--- config.mk ---
export PLATFORM = sky130hd
export DESIGN_NAME = sbc_back
export DESIGN_NICKNAME = d
export VERILOG_FILES = /design/src/sv/sbc_pkg.sv /design/src/sv/sbc_queue.sv /design/src/sv/sbc_div.sv /design/src/sv/sbc_back.sv
export SDC_FILE = /design/constraint.sdc
export NUM_CORES = 2
export LEC_CHECK = 0
export BUFFER_PORTS_ARGS = -buffer_cell sky130_fd_sc_hd__buf_2
export CAP_MARGIN = 20
export CORE_ASPECT_RATIO = 0.6
export CORE_MARGIN = 10
export CORE_UTILIZATION = 24
export DETAILED_ROUTE_END_ITERATION = 10
export HOLD_SLACK_MARGIN = 0.15
export SYNTH_ARGS = -nofsm -noshare
export SYNTH_HDL_FRONTEND = slang
export SYNTH_HIERARCHICAL = 1
export SYNTH_SLANG_ARGS = --single-unit
--- constraint.sdc ---
create_clock -name clk -period 10.3 [get_ports clk]
set_input_delay 0.515 -clock clk [delete_from_list [all_inputs] [get_ports clk]]
set_output_delay 0.515 -clock clk [all_outputs]
set_load 0.01 [all_outputs]
--- src/sv/sbc_pkg.sv ---
// ---------------------------------------------------------------------------
// sbc_pkg
// Shared types and constants of the swept box collision block.
// ---------------------------------------------------------------------------
package sbc_pkg;

    // Default number of fraction bits of the time result.
    localparam int TIME_FRAC_BITS_DEF = 15;

    // Signed distance width and unsigned displacement magnitude width.
    localparam int DIST_W = 18;
    localparam int VEL_W  = 16;

    // Queue depths: between front and back, and in front of the result ports.
    localparam int MID_DEPTH = 2;
    localparam int OUT_DEPTH = 32;

    // Two-bit signed normal codes.
    localparam logic [1:0] NORM_NONE = 2'b00;
    localparam logic [1:0] NORM_POS  = 2'b01;
    localparam logic [1:0] NORM_NEG  = 2'b11;

    // One distance ready for division.
    typedef struct packed {
        logic [DIST_W-1:0] mag;
        logic              sat;
        logic              neg;
    } sbc_lane_t;

    // A classified item as handed from the front to the back.
    typedef struct packed {
        sbc_lane_t         x_in;
        sbc_lane_t         x_out;
        sbc_lane_t         y_in;
        sbc_lane_t         y_out;
        logic [VEL_W-1:0]  vx_mag;
        logic [VEL_W-1:0]  vy_mag;
        logic              vx_zero;
        logic              vy_zero;
        logic              dx_in_neg;
        logic              dy_in_neg;
    } sbc_job_t;

    // Flags that travel beside the dividers.
    typedef struct packed {
        logic [3:0] sat;
        logic [3:0] neg;
        logic       vx_zero;
        logic       vy_zero;
        logic       dx_in_neg;
        logic       dy_in_neg;
    } sbc_side_t;

    // One result item.
    typedef struct packed {
        logic [15:0] hit_time;
        logic        hit;
        logic [1:0]  normal_x;
        logic [1:0]  normal_y;
    } sbc_res_t;

endpackage

--- src/sv/sbc_queue.sv ---
// ---------------------------------------------------------------------------
// sbc_queue
// Small first-in first-out queue of register entries with a count.
// ---------------------------------------------------------------------------
module sbc_queue #(
    parameter int W     = 8,
    parameter int DEPTH = 2
) (
    input  logic         clk,
    input  logic         rst_n,
    input  logic         push,
    input  logic [W-1:0] din,
    output logic         full,
    input  logic         pop,
    output logic [W-1:0] dout,
    output logic         empty
);

    localparam int PW = (DEPTH > 1) ? $clog2(DEPTH) : 1;
    localparam int CW = $clog2(DEPTH + 1);

    logic [W-1:0]  store_reg [DEPTH];
    logic [PW-1:0] wr_reg;
    logic [PW-1:0] wr_next;
    logic [PW-1:0] rd_reg;
    logic [PW-1:0] rd_next;
    logic [CW-1:0] cnt_reg;
    logic [CW-1:0] cnt_next;
    logic          do_push;
    logic          do_pop;

    assign full    = (cnt_reg == CW'(DEPTH));
    assign empty   = (cnt_reg == '0);
    assign do_push = push && !full;
    assign do_pop  = pop && !empty;
    assign dout    = store_reg[rd_reg];

    // Pointer and count updates for each transfer.
    always_comb
    begin
        wr_next  = wr_reg;
        rd_next  = rd_reg;
        cnt_next = cnt_reg;
        if (do_push)
        begin
            wr_next = (wr_reg == PW'(DEPTH - 1)) ? '0 : wr_reg + PW'(1);
        end
        if (do_pop)
        begin
            rd_next = (rd_reg == PW'(DEPTH - 1)) ? '0 : rd_reg + PW'(1);
        end
        if (do_push && !do_pop)
        begin
            cnt_next = cnt_reg + CW'(1);
        end
        else if (do_pop && !do_push)
        begin
            cnt_next = cnt_reg - CW'(1);
        end
    end

    always_ff @(posedge clk or negedge rst_n)
    begin
        if (!rst_n)
        begin
            wr_reg  <= '0;
            rd_reg  <= '0;
            cnt_reg <= '0;
        end
        else
        begin
            wr_reg  <= wr_next;
            rd_reg  <= rd_next;
            cnt_reg <= cnt_next;
        end
    end

    // Entry storage.
    always_ff @(posedge clk)
    begin
        if (do_push)
        begin
            store_reg[wr_reg] <= din;
        end
    end

endmodule

--- src/sv/sbc_div.sv ---
// ---------------------------------------------------------------------------
// sbc_div
// Pipelined restoring divider producing one quotient bit per stage. The
// dividend is known to be below twice the divisor, so the quotient has
// TIME_FRAC_BITS + 1 bits.
// ---------------------------------------------------------------------------
module sbc_div #(
    parameter int TIME_FRAC_BITS = sbc_pkg::TIME_FRAC_BITS_DEF
) (
    input  logic                          clk,
    input  logic [sbc_pkg::DIST_W-1:0]    nd,
    input  logic [sbc_pkg::VEL_W-1:0]     nv,
    output logic [TIME_FRAC_BITS:0]       q
);

    localparam int NS = TIME_FRAC_BITS + 1;
    localparam int DW = sbc_pkg::DIST_W;
    localparam int VW = sbc_pkg::VEL_W;
    localparam int RW = VW + 1;

    logic [RW-1:0] rem_reg [NS];
    logic [NS-1:0] quo_reg [NS];
    logic [VW-1:0] nv_reg  [NS];

    // First stage: the integer bit of the quotient.
    logic          ge0;
    logic [DW-1:0] diff0;

    always_comb
    begin
        ge0   = nd >= {{(DW - VW){1'b0}}, nv};
        diff0 = nd - {{(DW - VW){1'b0}}, nv};
    end

    always_ff @(posedge clk)
    begin
        rem_reg[0] <= ge0 ? diff0[RW-1:0] : nd[RW-1:0];
        quo_reg[0] <= {ge0, {(NS - 1){1'b0}}};
        nv_reg[0]  <= nv;
    end

    // Remaining stages: one fraction bit each.
    for (genvar s = 1; s < NS; s++)
    begin : g_stage
        logic [RW-1:0] twice;
        logic          ge;

        always_comb
        begin
            twice = {rem_reg[s-1][RW-2:0], 1'b0};
            ge    = twice >= {1'b0, nv_reg[s-1]};
        end

        always_ff @(posedge clk)
        begin
            rem_reg[s] <= ge ? twice - {1'b0, nv_reg[s-1]} : twice;
            quo_reg[s] <= quo_reg[s-1] | (NS'(ge) << (NS - 1 - s));
            nv_reg[s]  <= nv_reg[s-1];
        end
    end

    assign q = quo_reg[NS-1];

endmodule

--- src/sv/sbc_back.sv ---
// ---------------------------------------------------------------------------
// sbc_back
// Takes classified items, divides the four distances in parallel pipelines,
// clips the times, decides hit and normal and queues the result.
// ---------------------------------------------------------------------------
module sbc_back #(
    parameter int TIME_FRAC_BITS = sbc_pkg::TIME_FRAC_BITS_DEF
) (
    input  logic                clk,
    input  logic                rst_n,
    input  sbc_pkg::sbc_job_t   job,
    input  logic                job_empty,
    output logic                job_take,
    input  logic                pop,
    output logic                empty,
    output sbc_pkg::sbc_res_t   res
);

    localparam int NS  = TIME_FRAC_BITS + 1;
    localparam int TW  = TIME_FRAC_BITS + 2;
    localparam int CW  = $clog2(sbc_pkg::OUT_DEPTH + 1);
    localparam logic signed [TW-1:0] ONE_T  = TW'(1) << TIME_FRAC_BITS;
    localparam logic signed [TW-1:0] OVER_T = ONE_T + TW'(1);
    localparam logic signed [TW-1:0] NEG_T  = -TW'(1);

    logic [CW-1:0]       credit_reg;
    logic [CW-1:0]       credit_next;
    logic                out_full;
    logic                res_pop;
    logic [NS-1:0]       q_xi;
    logic [NS-1:0]       q_xo;
    logic [NS-1:0]       q_yi;
    logic [NS-1:0]       q_yo;
    logic                vld_reg [NS];
    sbc_pkg::sbc_side_t  side_reg [NS];
    sbc_pkg::sbc_side_t  side_in;
    sbc_pkg::sbc_side_t  side_last;
    logic                clip_vld_reg;
    logic signed [TW-1:0] xe_reg;
    logic signed [TW-1:0] xx_reg;
    logic signed [TW-1:0] ye_reg;
    logic signed [TW-1:0] yx_reg;
    logic                dxn_reg;
    logic                dyn_reg;
    sbc_pkg::sbc_res_t   res_in;

    // Issue only when the result queue is sure to have room for the item.
    assign job_take = !job_empty && !out_full && (credit_reg < CW'(sbc_pkg::OUT_DEPTH));
    assign res_pop  = pop && !empty;

    always_comb
    begin
        credit_next = credit_reg;
        if (job_take && !res_pop)
        begin
            credit_next = credit_reg + CW'(1);
        end
        else if (res_pop && !job_take)
        begin
            credit_next = credit_reg - CW'(1);
        end
    end

    always_ff @(posedge clk or negedge rst_n)
    begin
        if (!rst_n)
        begin
            credit_reg <= '0;
        end
        else
        begin
            credit_reg <= credit_next;
        end
    end

    // Four dividers, one for each entry and exit time.
    sbc_div #(.TIME_FRAC_BITS(TIME_FRAC_BITS)) u_div_xi
        (.clk(clk), .nd(job.x_in.mag),  .nv(job.vx_mag), .q(q_xi));
    sbc_div #(.TIME_FRAC_BITS(TIME_FRAC_BITS)) u_div_xo
        (.clk(clk), .nd(job.x_out.mag), .nv(job.vx_mag), .q(q_xo));
    sbc_div #(.TIME_FRAC_BITS(TIME_FRAC_BITS)) u_div_yi
        (.clk(clk), .nd(job.y_in.mag),  .nv(job.vy_mag), .q(q_yi));
    sbc_div #(.TIME_FRAC_BITS(TIME_FRAC_BITS)) u_div_yo
        (.clk(clk), .nd(job.y_out.mag), .nv(job.vy_mag), .q(q_yo));

    // Flags travel in step with the dividers.
    always_comb
    begin
        side_in.sat       = {job.x_in.sat, job.x_out.sat, job.y_in.sat, job.y_out.sat};
        side_in.neg       = {job.x_in.neg, job.x_out.neg, job.y_in.neg, job.y_out.neg};
        side_in.vx_zero   = job.vx_zero;
        side_in.vy_zero   = job.vy_zero;
        side_in.dx_in_neg = job.dx_in_neg;
        side_in.dy_in_neg = job.dy_in_neg;
    end

    always_ff @(posedge clk or negedge rst_n)
    begin
        if (!rst_n)
        begin
            for (int i = 0; i < NS; i++)
            begin
                vld_reg[i] <= 1'b0;
            end
        end
        else
        begin
            vld_reg[0] <= job_take;
            for (int i = 1; i < NS; i++)
            begin
                vld_reg[i] <= vld_reg[i-1];
            end
        end
    end

    always_ff @(posedge clk)
    begin
        side_reg[0] <= side_in;
        for (int i = 1; i < NS; i++)
        begin
            side_reg[i] <= side_reg[i-1];
        end
    end

    assign side_last = side_reg[NS-1];

    // Clip a quotient to the range that can still change the outcome.
    function automatic logic signed [TW-1:0] clip(
        input logic [NS-1:0] qv,
        input logic          sat,
        input logic          neg,
        input logic          zero,
        input logic          entry
    );
        logic signed [TW-1:0] t;
        if (zero)
        begin
            t = entry ? NEG_T : OVER_T;
        end
        else if (sat || ($signed({1'b0, qv}) > ONE_T))
        begin
            t = neg ? NEG_T : OVER_T;
        end
        else if (neg && (qv != '0))
        begin
            t = NEG_T;
        end
        else
        begin
            t = $signed({1'b0, qv});
        end
        return t;
    endfunction

    always_ff @(posedge clk or negedge rst_n)
    begin
        if (!rst_n)
        begin
            clip_vld_reg <= 1'b0;
        end
        else
        begin
            clip_vld_reg <= vld_reg[NS-1];
        end
    end

    always_ff @(posedge clk)
    begin
        xe_reg  <= clip(q_xi, side_last.sat[3], side_last.neg[3], side_last.vx_zero, 1'b1);
        xx_reg  <= clip(q_xo, side_last.sat[2], side_last.neg[2], side_last.vx_zero, 1'b0);
        ye_reg  <= clip(q_yi, side_last.sat[1], side_last.neg[1], side_last.vy_zero, 1'b1);
        yx_reg  <= clip(q_yo, side_last.sat[0], side_last.neg[0], side_last.vy_zero, 1'b0);
        dxn_reg <= side_last.dx_in_neg;
        dyn_reg <= side_last.dy_in_neg;
    end

    // Hit decision and face choice.
    logic signed [TW-1:0] t_in;
    logic signed [TW-1:0] t_out;
    logic                 hit_now;
    logic [TW+15:0]       t_ext;
    logic [TW+15:0]       one_ext;

    always_comb
    begin
        t_in    = (xe_reg > ye_reg) ? xe_reg : ye_reg;
        t_out   = (xx_reg < yx_reg) ? xx_reg : yx_reg;
        hit_now = !((t_in > t_out) || (xe_reg[TW-1] && ye_reg[TW-1]) ||
                    (xe_reg > ONE_T) || (ye_reg > ONE_T));
        t_ext   = {16'h0000, t_in};
        one_ext = {16'h0000, ONE_T};
        res_in.hit      = hit_now;
        res_in.hit_time = hit_now ? t_ext[15:0] : one_ext[15:0];
        res_in.normal_x = sbc_pkg::NORM_NONE;
        res_in.normal_y = sbc_pkg::NORM_NONE;
        if (hit_now)
        begin
            if (xe_reg > ye_reg)
            begin
                res_in.normal_x = dxn_reg ? sbc_pkg::NORM_POS : sbc_pkg::NORM_NEG;
            end
            else
            begin
                res_in.normal_y = dyn_reg ? sbc_pkg::NORM_POS : sbc_pkg::NORM_NEG;
            end
        end
    end

    // Result queue; credits keep it from overflowing.
    sbc_queue #(
        .W     ($bits(sbc_pkg::sbc_res_t)),
        .DEPTH (sbc_pkg::OUT_DEPTH)
    ) u_out_q (
        .clk   (clk),
        .rst_n (rst_n),
        .push  (clip_vld_reg),
        .din   (res_in),
        .full  (out_full),
        .pop   (pop),
        .dout  (res),
        .empty (empty)
    );

endmodule

==> impl_metrics.yaml <==
run_status:
  status: "finished clean"
floorplanning:
  start_util_pct: 24.1
  fp.dieH_um: 621
  dieArea_mm2: 0.634
  ios: 143
  die_x_mm: 1.02
  core_area_mm2: 0.599
  rows: 220
power:
  netSwitchingPower_uw: 19800
  pwr-share-seq_pct: 35.4
  power_frac_clock_pct: 22.8
  ir_drop_uv: 156
  swShare_pct: 36.2
  internal_power_uw: 35000
  combPwrFrac_pct: 41.8
  leakagePower_uw: 0.0696
  powerDensity_mw_per_mm2: 328
worst_hold_path:
  hold_path_depth: 5
  hold_start: "job[114]"
  min_path_type: "input port to flop"
drt:
  post-route-drc-count: 0
  firstDrtPassIters: 5
  ant_nets: 0
  via_count: 94900
  wl_per_cell_um: 16.2
  totalWireLength_mm: 350
  drtIter0Drc: 7844
  vias_per_cell: 4.39
synth:
  synth_seq_cells: 3437
  synth_cells: 12900
  synth.area.top_cells: "dfxtp_1 38%, edfxtp_1 14%, ha_1 9.4%"
  synth.most_common_cell: "dfxtp_1"
  synth.avg_cell_area_um2: 11.2
  syn_area_mm2: 0.144
  synth_common_cells: "2726 x dfxtp_1, 1301 x inv_1, 1088 x ha_1"
  ys_async_sr_fraction_pct: 1.13
  synth-edff-count: 672
  yosysSeqAreaShare_pct: 52.5
  yosysTopAreaCell: "dfxtp_1"
  syn-num-nets: 14200
  yosysWarnings: 6
  synth_cell_types: 113
  synth_top_area_share_pct: 37.8
  ys.flop_type: "dfxtp_1"
job:
  drv_cap: 0
sta:
  period_share_pct: 63.0
  setup_slack_ns: 3.81
  fin_tns_setup_ns: 0
  tightest_slew_ns: 1.15
  fin_crit_ns: 6.49
  fmax_ghz: 0.154
  skew_ns: 0.0542
  setup_viol: 0
  rsz0062_at_grt: "false"
  max_slew_margin_pct: 22.8
  hold_viol: 0
  slew_viol_final: 0
global_route:
  grt_pass1_wl_mm: 540
  first_global_vias: 89800
  grt_max_degree: 88
  overflow: 0
  antenna_found_initial: 39
  track_usage_pct: 10.6
critical_path:
  cp.depth: 17
  r2r_cells: 17
  crit_chain: "inv_1 > ha_1 > nand4_1 > nor4_1 > a221o_1 > nand2_1 > o21ai_0 > ha_1 > a211oi_1 > nand3_1 > nor3_1 > a211oi_1 > nand2b_1 > buf_4 > inv_1 > o211ai_1 > buf_4"
  worst-path-max-fanout: 33
  critical_path.max_stage_delay_ns: 0.74
  start_kind: "flop"
  r2r-end: "u_out_q/store_reg[24][20]"
  critical_path.top_delay_family: "compound AO/OA/AOI/OAI gates"
  crit_buf_inv: 4
  worstSetupEndpointType: "flop"
  path_class: "flop to flop"
  cpMaxStageDelayCell: "nor4_1"
  arrival_ns: 7.11
  required_ns: 10.92
  r2r_start: "ye_reg[12]"
  rrSetupSlack_ns: 3.81
  crit_path_start: "ye_reg[12]"
  crit_end: "u_out_q/store_reg[24][20]"
cts:
  htree_levels: 5
  cts_sinks: 3437
  clkLatencyLatePin_ns: 0.93
  cts_buffers: 317
  root_buffer: "clkbuf_16"
  cts_tree: "built"
  clockBufferDepth: 4
  cts_resized: 0
  clk_transition_reported_paths_ns: 0.07
final_layout:
  postLayoutCoreUtil_pct: 28.0
  syn_to_final_growth_pct: 16.0
  drive_gt1_share_pct: 11.8
  multi_input_area_mm2: 0.0629
  seqCellArea_mm2: 0.0757
  fillers: 61500
  fin_nets: 14600
  largest_reg_flops: 672
placed_design:
  place_ws_ns: 3.93
  hpwl_mm: 254
  routabilityCongestion: 0.850
  port_buffers: 142
==> per-layer routing <==
layer | vias to the layer above | GRT usage (%) | routed length [µm]
li1 | 46600 | - | -
met1 | 45100 | 17.3 | 191000
met2 | 2702 | 14.0 | 128000
met3 | 444 | 2.02 | 24800
met4 | 20 | 1.77 | 6010
met5 | - | 0 | 138
==> repair_timing <==
item,4_1_cts,5_1_grt
hold buffers,123,0
setup buffers,0,0
hold endpoints to repair,185,0
==> layout by cell type (no fill, tap or decap), types with 193 or more instances in the layout <==
cell type  Yosys  layout
a21o_1       262     262
a21oi_1      650     634
clkbuf_16      0     325
dfxtp_1     2726    2726
edfxtp_1     672     672
ha_1        1088    1088
inv_1       1301    1301
mux2_2       460     460
nand2_1      578     578
nor2_1       766     731
nor2b_1      195     193
nor3_1       212     206
o21a_1       211     211
o21ai_0      602     602
xnor2_1      410     410
xor2_1       253     253
==> cell type report <==
type / instances / area share [%]
antenna: 5 / 0.00748
clock buffer: 427 / 5.39
multi-input combinational: 7949 / 37.6
inverter: 1302 / 2.92
tap: 7992 / 5.98
clock inverter: 150 / 1.25
sequential: 3437 / 45.3
timing repair buffer: 346 / 1.61
==> power by group through the flow <==
stage	combinational [µW]	clock (µW)	sequential [µW]
global route	25400	13400	19800
detailed placement	22500	0	19700
CTS	22700	12900	19400
global placement	22100	0	19700
floorplan	17900	0	18600
finish	22900	12500	19400
==> worst min-delay path: stages <==
cell and delay, ns:
buf_2 0.07, or3_1 0.11, a211oi_1 0.08, o21ai_2 0.14, a21oi_1 0.11
==> stage by stage <==
stage | total power, µW | instances | hold WS [ns] | cell area, µm²
final | 54900 | 21600 | 0.187 | 167000
after global routing | 58600 | 21600 | 0.165 | 167000
after CTS | 55000 | 21600 | 0.171 | 167000
after detailed placement | 42200 | 20900 | 0.312 | 155000
after global placement | 41800 | 20900 | 0.310 | 155000
after floorplan | 36500 | 12900 | 0.219 | 144000
==> worst min-delay path by stage <==
| stage | endpoint | slack (ns) |
|---|---|---|
| 2_1_floorplan | clip_vld_reg | 0.22 |
| 3_3_place_gp | u_div_xo/quo_reg[7][11] | 0.31 |
| 3_5_place_dp | side_reg[1][67] | 0.31 |
| 4_1_cts | side_reg[0][0] | 0.17 |
| 5_1_grt | u_div_xi/rem_reg[0][2] | 0.16 |
| 6_report | u_div_xi/rem_reg[0][2] | 0.19 |
==> cell families (layout without fill, tap and decap cells) <==
logic type,count (synthesis),count (layout),share of synthesized area [%]
muxes,846,846,7.63
adders and majority gates,1154,1154,10.3
xor gates and xnor gates,663,663,4.02
other,0,5,0
buffers and inverters,1525,2225,4.23
and+or+nand+nor,2582,2582,8.73
AOI/OAI and AO/OA,2704,2704,12.6
DFF,3437,3437,52.5
(Power assumes the default switching activity.)
