<file path="config.mk">
export PLATFORM = sky130hd
export DESIGN_NAME = sbc_front
export DESIGN_NICKNAME = d
export VERILOG_FILES = /design/src/sv/sbc_pkg.sv /design/src/sv/sbc_queue.sv /design/src/sv/sbc_front.sv
export SDC_FILE = /design/constraint.sdc
export NUM_CORES = 1
export LEC_CHECK = 0
export ABC_AREA = 1
export BUFFER_PORTS_ARGS = -buffer_cell sky130_fd_sc_hd__buf_2
export CAP_MARGIN = 5
export CORE_MARGIN = 1
export CORE_UTILIZATION = 45
export DETAILED_ROUTE_END_ITERATION = 10
export PLACE_DENSITY = 0.67
export SETUP_SLACK_MARGIN = 0.05
export SLEW_MARGIN = 10
export SYNTH_ARGS = -nofsm -noshare
export SYNTH_HDL_FRONTEND = slang
export SYNTH_HIERARCHICAL = 1
export SYNTH_SLANG_ARGS = --single-unit
</file>
<file path="constraint.sdc">
create_clock -name clk -period 8.6 [get_ports clk]
set_clock_uncertainty 0.15 [all_clocks]
set_input_delay 0.86 -clock clk [delete_from_list [all_inputs] [get_ports clk]]
set_output_delay 0.86 -clock clk [all_outputs]
set_load 0.1 [all_outputs]
</file>
<file path="src/sv/sbc_pkg.sv">
// ---------------------------------------------------------------------------
// sbc_pkg
// Shared types and constants of the swept box collision block.
// ---------------------------------------------------------------------------
package sbc_pkg;

    // Default number of fraction bits of the time result.
    localparam int TIME_FRAC_BITS_DEF = 15;

    // Signed distance width and unsigned displacement magnitude width.
    localparam int DIST_W = 18;
    localparam int VEL_W  = 16;

    // Queue depths: between front and back, and in front of the result ports.
    localparam int MID_DEPTH = 2;
    localparam int OUT_DEPTH = 32;

    // Two-bit signed normal codes.
    localparam logic [1:0] NORM_NONE = 2'b00;
    localparam logic [1:0] NORM_POS  = 2'b01;
    localparam logic [1:0] NORM_NEG  = 2'b11;

    // One distance ready for division.
    typedef struct packed {
        logic [DIST_W-1:0] mag;
        logic              sat;
        logic              neg;
    } sbc_lane_t;

    // A classified item as handed from the front to the back.
    typedef struct packed {
        sbc_lane_t         x_in;
        sbc_lane_t         x_out;
        sbc_lane_t         y_in;
        sbc_lane_t         y_out;
        logic [VEL_W-1:0]  vx_mag;
        logic [VEL_W-1:0]  vy_mag;
        logic              vx_zero;
        logic              vy_zero;
        logic              dx_in_neg;
        logic              dy_in_neg;
    } sbc_job_t;

    // Flags that travel beside the dividers.
    typedef struct packed {
        logic [3:0] sat;
        logic [3:0] neg;
        logic       vx_zero;
        logic       vy_zero;
        logic       dx_in_neg;
        logic       dy_in_neg;
    } sbc_side_t;

    // One result item.
    typedef struct packed {
        logic [15:0] hit_time;
        logic        hit;
        logic [1:0]  normal_x;
        logic [1:0]  normal_y;
    } sbc_res_t;

endpackage

</file>
<file path="src/sv/sbc_queue.sv">
// ---------------------------------------------------------------------------
// sbc_queue
// Small first-in first-out queue of register entries with a count.
// ---------------------------------------------------------------------------
module sbc_queue #(
    parameter int W     = 8,
    parameter int DEPTH = 2
) (
    input  logic         clk,
    input  logic         rst_n,
    input  logic         push,
    input  logic [W-1:0] din,
    output logic         full,
    input  logic         pop,
    output logic [W-1:0] dout,
    output logic         empty
);

    localparam int PW = (DEPTH > 1) ? $clog2(DEPTH) : 1;
    localparam int CW = $clog2(DEPTH + 1);

    logic [W-1:0]  store_reg [DEPTH];
    logic [PW-1:0] wr_reg;
    logic [PW-1:0] wr_next;
    logic [PW-1:0] rd_reg;
    logic [PW-1:0] rd_next;
    logic [CW-1:0] cnt_reg;
    logic [CW-1:0] cnt_next;
    logic          do_push;
    logic          do_pop;

    assign full    = (cnt_reg == CW'(DEPTH));
    assign empty   = (cnt_reg == '0);
    assign do_push = push && !full;
    assign do_pop  = pop && !empty;
    assign dout    = store_reg[rd_reg];

    // Pointer and count updates for each transfer.
    always_comb
    begin
        wr_next  = wr_reg;
        rd_next  = rd_reg;
        cnt_next = cnt_reg;
        if (do_push)
        begin
            wr_next = (wr_reg == PW'(DEPTH - 1)) ? '0 : wr_reg + PW'(1);
        end
        if (do_pop)
        begin
            rd_next = (rd_reg == PW'(DEPTH - 1)) ? '0 : rd_reg + PW'(1);
        end
        if (do_push && !do_pop)
        begin
            cnt_next = cnt_reg + CW'(1);
        end
        else if (do_pop && !do_push)
        begin
            cnt_next = cnt_reg - CW'(1);
        end
    end

    always_ff @(posedge clk or negedge rst_n)
    begin
        if (!rst_n)
        begin
            wr_reg  <= '0;
            rd_reg  <= '0;
            cnt_reg <= '0;
        end
        else
        begin
            wr_reg  <= wr_next;
            rd_reg  <= rd_next;
            cnt_reg <= cnt_next;
        end
    end

    // Entry storage.
    always_ff @(posedge clk)
    begin
        if (do_push)
        begin
            store_reg[wr_reg] <= din;
        end
    end

endmodule

</file>
<file path="src/sv/sbc_front.sv">
// ---------------------------------------------------------------------------
// sbc_front
// Forms entry and exit distances per axis, takes magnitudes and flags the
// quotients that are out of range, then queues the classified item.
// ---------------------------------------------------------------------------
module sbc_front (
    input  logic                clk,
    input  logic                rst_n,
    input  logic                push,
    output logic                full,
    input  logic signed [15:0]  mover_x,
    input  logic signed [15:0]  mover_y,
    input  logic [14:0]         mover_w,
    input  logic [14:0]         mover_h,
    input  logic signed [15:0]  mover_vx,
    input  logic signed [15:0]  mover_vy,
    input  logic signed [15:0]  target_x,
    input  logic signed [15:0]  target_y,
    input  logic [14:0]         target_w,
    input  logic [14:0]         target_h,
    output sbc_pkg::sbc_job_t   job,
    output logic                job_empty,
    input  logic                job_take
);

    localparam int DW = sbc_pkg::DIST_W;
    localparam int VW = sbc_pkg::VEL_W;

    logic signed [DW-1:0] x_near;
    logic signed [DW-1:0] x_far;
    logic signed [DW-1:0] y_near;
    logic signed [DW-1:0] y_far;
    logic signed [DW-1:0] dx_in;
    logic signed [DW-1:0] dx_out;
    logic signed [DW-1:0] dy_in;
    logic signed [DW-1:0] dy_out;
    logic [VW-1:0]        vx_mag;
    logic [VW-1:0]        vy_mag;
    logic                 vx_pos;
    logic                 vy_pos;
    sbc_pkg::sbc_job_t    job_in;

    // Gap to the near face and reach to the far face on each axis.
    always_comb
    begin
        x_near = DW'(target_x) - DW'(mover_x) - $signed({3'b000, mover_w});
        x_far  = DW'(target_x) + $signed({3'b000, target_w}) - DW'(mover_x);
        y_near = DW'(target_y) - DW'(mover_y) - $signed({3'b000, mover_h});
        y_far  = DW'(target_y) + $signed({3'b000, target_h}) - DW'(mover_y);
        vx_pos = !mover_vx[15] && (mover_vx != '0);
        vy_pos = !mover_vy[15] && (mover_vy != '0);
        dx_in  = vx_pos ? x_near : x_far;
        dx_out = vx_pos ? x_far  : x_near;
        dy_in  = vy_pos ? y_near : y_far;
        dy_out = vy_pos ? y_far  : y_near;
        vx_mag = mover_vx[15] ? VW'(-mover_vx) : VW'(mover_vx);
        vy_mag = mover_vy[15] ? VW'(-mover_vy) : VW'(mover_vy);
    end

    // Magnitude, sign and saturation flag of one distance over one speed.
    function automatic sbc_pkg::sbc_lane_t classify(
        input logic signed [DW-1:0] gap,
        input logic [VW-1:0]        vmag,
        input logic                 vneg
    );
        sbc_pkg::sbc_lane_t lane;
        lane.mag = gap[DW-1] ? DW'(-gap) : DW'(gap);
        lane.sat = {1'b0, lane.mag} >= {{(DW - VW){1'b0}}, vmag, 1'b0};
        lane.neg = gap[DW-1] ^ vneg;
        return lane;
    endfunction

    always_comb
    begin
        job_in.x_in      = classify(dx_in,  vx_mag, mover_vx[15]);
        job_in.x_out     = classify(dx_out, vx_mag, mover_vx[15]);
        job_in.y_in      = classify(dy_in,  vy_mag, mover_vy[15]);
        job_in.y_out     = classify(dy_out, vy_mag, mover_vy[15]);
        job_in.vx_mag    = vx_mag;
        job_in.vy_mag    = vy_mag;
        job_in.vx_zero   = (mover_vx == '0);
        job_in.vy_zero   = (mover_vy == '0);
        job_in.dx_in_neg = dx_in[DW-1];
        job_in.dy_in_neg = dy_in[DW-1];
    end

    // Queue that decouples the front from the back.
    sbc_queue #(
        .W     ($bits(sbc_pkg::sbc_job_t)),
        .DEPTH (sbc_pkg::MID_DEPTH)
    ) u_mid_q (
        .clk   (clk),
        .rst_n (rst_n),
        .push  (push),
        .din   (job_in),
        .full  (full),
        .pop   (job_take),
        .dout  (job),
        .empty (job_empty)
    );

endmodule

</file>
==> impl_metrics.tcl, run 1 <==
set metrics [dict create \
    p_leak_nw 12.3 \
    finalSetupViolations 0 \
    yosysUniqueCellTypes 44 \
    port_buffers 277 \
    drv_slew 0 \
    syn_avg_cell_area_um2 7.29 \
    grt_use_met2_pct 39.0 \
    antenna_left 0 \
    grt_pass1_wl_mm 89.8 \
    cp-end-kind "flip-flop" \
    crit_arrival_ns 5.35 \
    core-area_mm2 0.0444 \
    irDropWorstVdd_uv 529 \
    grt_util_met3_pct 1.98 \
    fmax_mhz 191 \
    grt_use_total_pct 24.3 \
    hold_viol 0 \
    synth_nets 3156 \
    largest_reg_flops 232 \
    critPathKind "in -> reg" \
    place_area_mm2 0.0222 \
    synth_top_area_share_pct 34.2 \
    grt_pass1_vias 17400 \
    place.gp.congestion 0.933 \
    vias 18300 \
    diodes 0 \
    cts_sinks 236 \
    htreeDepth 1 \
    clk_pin_slew_ns 0.06 \
    fin_crit_ns 5.23 \
    netlist_area_mm2 0.0204 \
    cpMaxStageDelayCell "nand2_1" \
    critPathRequiredTime_ns 8.72 \
    cp-start-kind "primary input" \
    die_h_um 215 \
    rsz0062_at_grt "false" \
    ys.flop_type "edfxtp_1" \
    initial_core_util_pct 45.8 \
    ys_ff_latch 236 \
    drive_gt1_share_pct 12.3 \
    syn_to_final_growth_pct 12.5 \
    wl_per_cell_um 15.6 \
    grt.overflow.total 0 \
    dp_hpwl_mm 46.2 \
    antenna_found_initial 0 \
    rr_worst_depth 6 \
    maxCapViolCount 0 \
    num_io_pins 278 \
    holdCritPathClass "reg -> reg" \
    grt_start_max_net_pins 81 \
    fin_crit_sh_pct 60.9 \
    wirelength_mm 57.0 \
    yosys.area.top_type "edfxtp_1" \
    slew_headroom_pct 23.6 \
    synth_edf_count 232 \
    drt_iter0_drc 1367 \
    finalSetupTns_ns 0 \
    synthCells 2793 \
    cp_common_cell "nand2_1" \
    cts_setup_buffers 0 \
    clock_path_buffers 3 \
    cp_slowest_stage_delay_ns 0.64 \
    grt_use_met1_pct 36.0 \
    synth-seq-area-share_pct 34.7 \
    viasPerCell 5.01 \
    hold_depth 2 \
    crit_fanout 22 \
    num_rows 77 \
    cellPowerDensity_mw_per_mm2 358 \
    drtPass1Iterations 8 \
    yosys_warnings 6 \
    die_x_um 215 \
    die_area_mm2 0.0461 \
    nets 3413 \
    drc 0 \
    dp_slack_ns 2.86 \
    yosys-top-cells-area "edfxtp_1 34%, nand2_1 19%, inv_1 9.9%" \
    status "complete, no violations" \
    tritoncts "built" \
    fin_ws_ns 3.37 \
    worst_pin_slew_ns 1.15 \
    top_usage_layer "met2" \
    clockRootBuffer "clkbuf_16" \
    worst_skew_pair.late_latency_ns 0.51 \
    cts_buffers 22 \
    fin_area_mm2 0.0229 \
    synthArstFlopShare_pct 1.69 \
]
[report_power, final]
part / switching [mW] / leakage (nW) / internal (mW) / total [mW]
combinational: 4.39 / 9.76 / 1.02 / 5.41
sequential: 0.104 / 2.20 / 1.74 / 1.84
clock: 0.420 / 0.336 / 0.522 / 0.941
total: 4.91 / 12.3 / 3.28 / 8.19
[cells in the mapped netlist, types with 2 or more instances]
cell / number
nor4_1: 4
nor3_1: 25
nand3b_1: 11
nor2_4: 4
nand2_2: 12
nor2_2: 14
buf_4: 8
nand3_1: 237
buf_2: 27
o21ai_0: 34
dfrtp_1: 4
a21oi_1: 67
o21ai_1: 8
nand3_2: 6
inv_4: 3
o211ai_1: 3
clkbuf_1: 3
inv_1: 538
nand2_8: 3
nand2_1: 1040
o21bai_1: 6
inv_2: 6
o31ai_1: 3
o21ai_2: 5
a211oi_1: 3
ha_1: 143
and2_1: 2
nor2_1: 147
buf_6: 10
xnor2_1: 19
xor2_1: 58
o21a_1: 3
fa_1: 60
edfxtp_1: 232
nand4_1: 33
or2_2: 4
[per-stage QoR]
stage                     power, mW  util [%]  hold slack (ns)  cells
after floorplan                6.17         -            0.299   2793
after global placement         7.18      50.0            0.314   3617
after detailed placement       7.26      50.0            0.329   3617
after CTS                      8.21      51.6            0.344   3658
after global routing           8.68      51.6            0.384   3658
final                          8.19      51.6            0.346   3658
[path summary, 6_finish.rpt]
| kind | end | startpoint | slack (ns) |
|---|---|---|---|
| max | u_mid_q/store_reg[0][57] | mover_y[3] | 3.37 |
| min | u_mid_q/wr_reg | u_mid_q/wr_reg | 0.35 |
| max reg2reg | u_mid_q/store_reg[0][65] | u_mid_q/cnt_reg[1] | 5.83 |
| min reg2reg | u_mid_q/wr_reg | u_mid_q/wr_reg | 0.35 |
| max in group asynchronous | u_mid_q/rd_reg | rst_n | 7.63 |
| min in group asynchronous | u_mid_q/rd_reg | rst_n | 0.53 |
[metal layers]
layer / part of all wire (%) / wire, um
met1: 49 / 27800
met2: 44 / 24900
met5: 0 / 0
met4: 1.2 / 693
met3: 6.2 / 3550
[timing repair]
item,in CTS,in global routing
setup endpoints to repair,0,0
endpoints found under the hold margin,4,0
gates resized for setup,0,0
hold buffers,1,0
[worst max-delay path, delay by kind of cell]
kind	cells	cell delay (ns)
compound gates	6	0.68
xor+xnor	1	0.15
fa+ha+maj	3	1.16
buf+inv	4	0.42
simple gates	15	2.08
[cells in the final DEF, fill, tap and decap left out, drive strengths merged, types with 2 or more instances in the layout]
cell,synthesis,layout
a211oi,3,3
a21oi,67,67
and2,2,2
buf,47,282
clkbuf,3,25
clkinv,0,10
clkinvlp,0,2
dfrtp,4,4
edfxtp,232,232
fa,60,60
ha,143,143
inv,547,549
nand2,1056,1056
nand3,244,244
nand3b,11,11
nand4,33,33
nor2,165,165
nor3,25,25
nor4,4,4
o211ai,3,3
o21a,3,3
o21ai,47,47
o21bai,6,6
o31ai,3,3
or2,4,4
xnor2,19,19
xor2,58,58
[layout make-up]
class	count	area (um^2)
fill	4324	21500
inverter	547	2060
multi-input combinational	1960	10900
sequential	236	7070
clock inverter	15	111
tap	592	741
clock buffer	25	583
timing repair buffer	283	1430
[logic make-up after synthesis]
family	after synthesis	share of synthesized area, %
xor+xnor	77	3.31
buf+inv	597	11.8
flops	236	34.7
compound gates	136	3.71
fa+ha+maj	203	14.7
simple gates	1544	31.8
Note: power is estimated with default switching activity, not from simulation.
==> run 2: changes to the inputs <==
--- a/config.mk
+++ b/config.mk
@@ -11,7 +11,7 @@
 export CORE_MARGIN = 1
 export CORE_UTILIZATION = 45
 export DETAILED_ROUTE_END_ITERATION = 10
-export PLACE_DENSITY = 0.67
+export PLACE_DENSITY = 0.69
 export SETUP_SLACK_MARGIN = 0.05
 export SLEW_MARGIN = 10
 export SYNTH_ARGS = -nofsm -noshare
==> constraint.sdc (replaced) <==
create_clock -name clk -period 4.8 [get_ports clk]
set_clock_uncertainty 0.15 [all_clocks]
set_input_delay 0.48 -clock clk [delete_from_list [all_inputs] [get_ports clk]]
set_output_delay 0.48 -clock clk [all_outputs]
set_load 0.1 [all_outputs]
==> run 2 against run 1 <==
  * Final cell count rose by 3.3%
  * Cell area rose by 4.3%
  * Sequential power up 81%
  * Register-to-register slack got worse by 3.5 ns
  * Die area is the same
  * Critical endpoint is now u_mid_q/store_reg[0][77]
  * Largest power group unchanged
==> impl_metrics.tcl, run 2 (synthesized netlist as in run 1, its figures left out) <==
set metrics [dict create \
    slew_headroom_pct 39.5 \
    drtPass1Iterations 6 \
    cp_common_cell "nand2_1" \
    mostFrequentLayoutCells "1039 x nand2_1, 537 x inv_1, 277 x buf_2" \
    grt_pass1_wl_mm 93.2 \
    fmax_mhz 226 \
    cellPowerDensity_mw_per_mm2 635 \
    cts_sinks 236 \
    num_io_pins 278 \
    clock_path_buffers 3 \
    crit_arrival_ns 4.54 \
    wl_per_cell_um 15.4 \
    irDropWorstVdd_uv 1270 \
    wirelength_mm 58.2 \
    diodes 0 \
    maxCapViolCount 0 \
    crit_end "u_mid_q/store_reg[0][77]" \
    grt_pass1_vias 18300 \
    drt_iter0_drc 1490 \
    fin_crit_sh_pct 92.3 \
    htreeDepth 1 \
    fin_crit_ns 4.43 \
    rsz0062_at_grt "false" \
    num_rows 77 \
    critPathKind "in -> reg" \
    clockRootBuffer "clkbuf_16" \
    drive_gt1_share_pct 15.8 \
    hold_viol 0 \
    grt_use_total_pct 25.1 \
    r2r-start "u_mid_q/cnt_reg[1]" \
    critPathRequiredTime_ns 4.91 \
    layout_commonest_cell "nand2_1" \
    largest_reg_flops 232 \
    cp_slowest_stage_delay_ns 0.57 \
    cpMaxStageDelayCell "fa_1" \
    finalSetupViolations 0 \
    grt_start_max_net_pins 117 \
    nets 3534 \
    initial_core_util_pct 45.8 \
    die_x_um 215 \
    antenna_found_initial 1 \
    tritoncts "built" \
    r2r_slack_ns 2.34 \
    fin_area_mm2 0.0239 \
    cp-end-kind "flip-flop" \
    viasPerCell 4.98 \
    clk_pin_slew_ns 0.06 \
    worst_skew_pair.late_latency_ns 0.51 \
    antenna_left 0 \
    finalSetupTns_ns 0 \
    dp_hpwl_mm 47.5 \
    die_h_um 215 \
    rr_worst_depth 6 \
    vias 18800 \
    die_area_mm2 0.0461 \
    worstReg2RegEnd "u_mid_q/store_reg[0][64]" \
    cts_buffers 22 \
    drv_slew 0 \
    cts_setup_buffers 0 \
    drc 0 \
    status "complete, no violations" \
    holdCritPathClass "in -> reg" \
    cp-startpoint "mover_x[3]" \
    crit_fanout 15 \
    place_area_mm2 0.0232 \
    p_leak_nw 12.9 \
    core-area_mm2 0.0444 \
    syn_to_final_growth_pct 17.3 \
    holdWs_ns 0.0877 \
    port_buffers 277 \
    place.gp.congestion 0.959 \
    cp-start-kind "primary input" \
    worst_pin_slew_ns 0.907 \
    grt.overflow.total 0 \
    hp-start "job_take" \
]
run 2: per-layer routing:
| metal | vias to the layer above | GRT usage [%] | part of all wire [%] |
|---|---|---|---|
| li1 | 9486 | - | - |
| met1 | 8682 | 37.0 | 48 |
| met2 | 604 | 40.4 | 44 |
| met3 | 57 | 1.66 | 6.1 |
| met4 | 0 | 4.95 | 1.3 |
| met5 | - | 0 | 0 |
run 2: timing repair:
action / CTS / global route
endpoints found under the hold margin: 4 / 0
hold buffers: 1 / 0
resized for setup: 0 / 7
endpoints found under the setup margin: 0 / 8
run 2: layout make-up:
cell class | instances | area, um^2
fill | 4240 | 20500
inverter | 547 | 2060
clock buffer | 27 | 591
timing repair buffer | 404 | 2390
multi-input combinational | 1960 | 10900
clock inverter | 12 | 95.1
tap | 592 | 741
sequential | 236 | 7070
run 2: power by group:
group / switching, mW / leakage (nW) / internal [mW]
clock network: 0.746 / 0.325 / 0.933
registers: 0.223 / 2.20 / 3.11
logic: 7.92 / 10.4 / 2.25
total: 8.89 / 12.9 / 6.29
run 2: metrics by stage:
step                power (mW)  worst slack (ns)  util, %  cells
global placement          13.3            0.0159     52.1   3738
CTS                       15.2             0.334     53.7   3778
finish                    15.2             0.371     53.8   3778
global route              16.1            0.0673     53.8   3778
floorplan                 11.0             0.593        -   2793
detailed placement        13.5            -0.200     52.1   3738
run 2: worst min path at each step:
stage / to / slack [ns] / cells past startpoint
after floorplan: u_mid_q/cnt_reg[0] / 0.03 / 0
after global placement: u_mid_q/cnt_reg[0] / 0.14 / 1
after detailed placement: u_mid_q/cnt_reg[0] / 0.14 / 1
after CTS: u_mid_q/rd_reg / 0.06 / 3
after global routing: u_mid_q/rd_reg / 0.11 / 3
final: u_mid_q/rd_reg / 0.09 / 3
run 2: critical path, delay by kind of cell:
kind                       cells  cell delay [ns]
xor gates and xnor gates       1             0.37
and+or+nand+nor               14             1.29
adders and majority gates      3             1.27
AOI/OAI and AO/OA              5             0.71
buffers and inverters          3             0.40
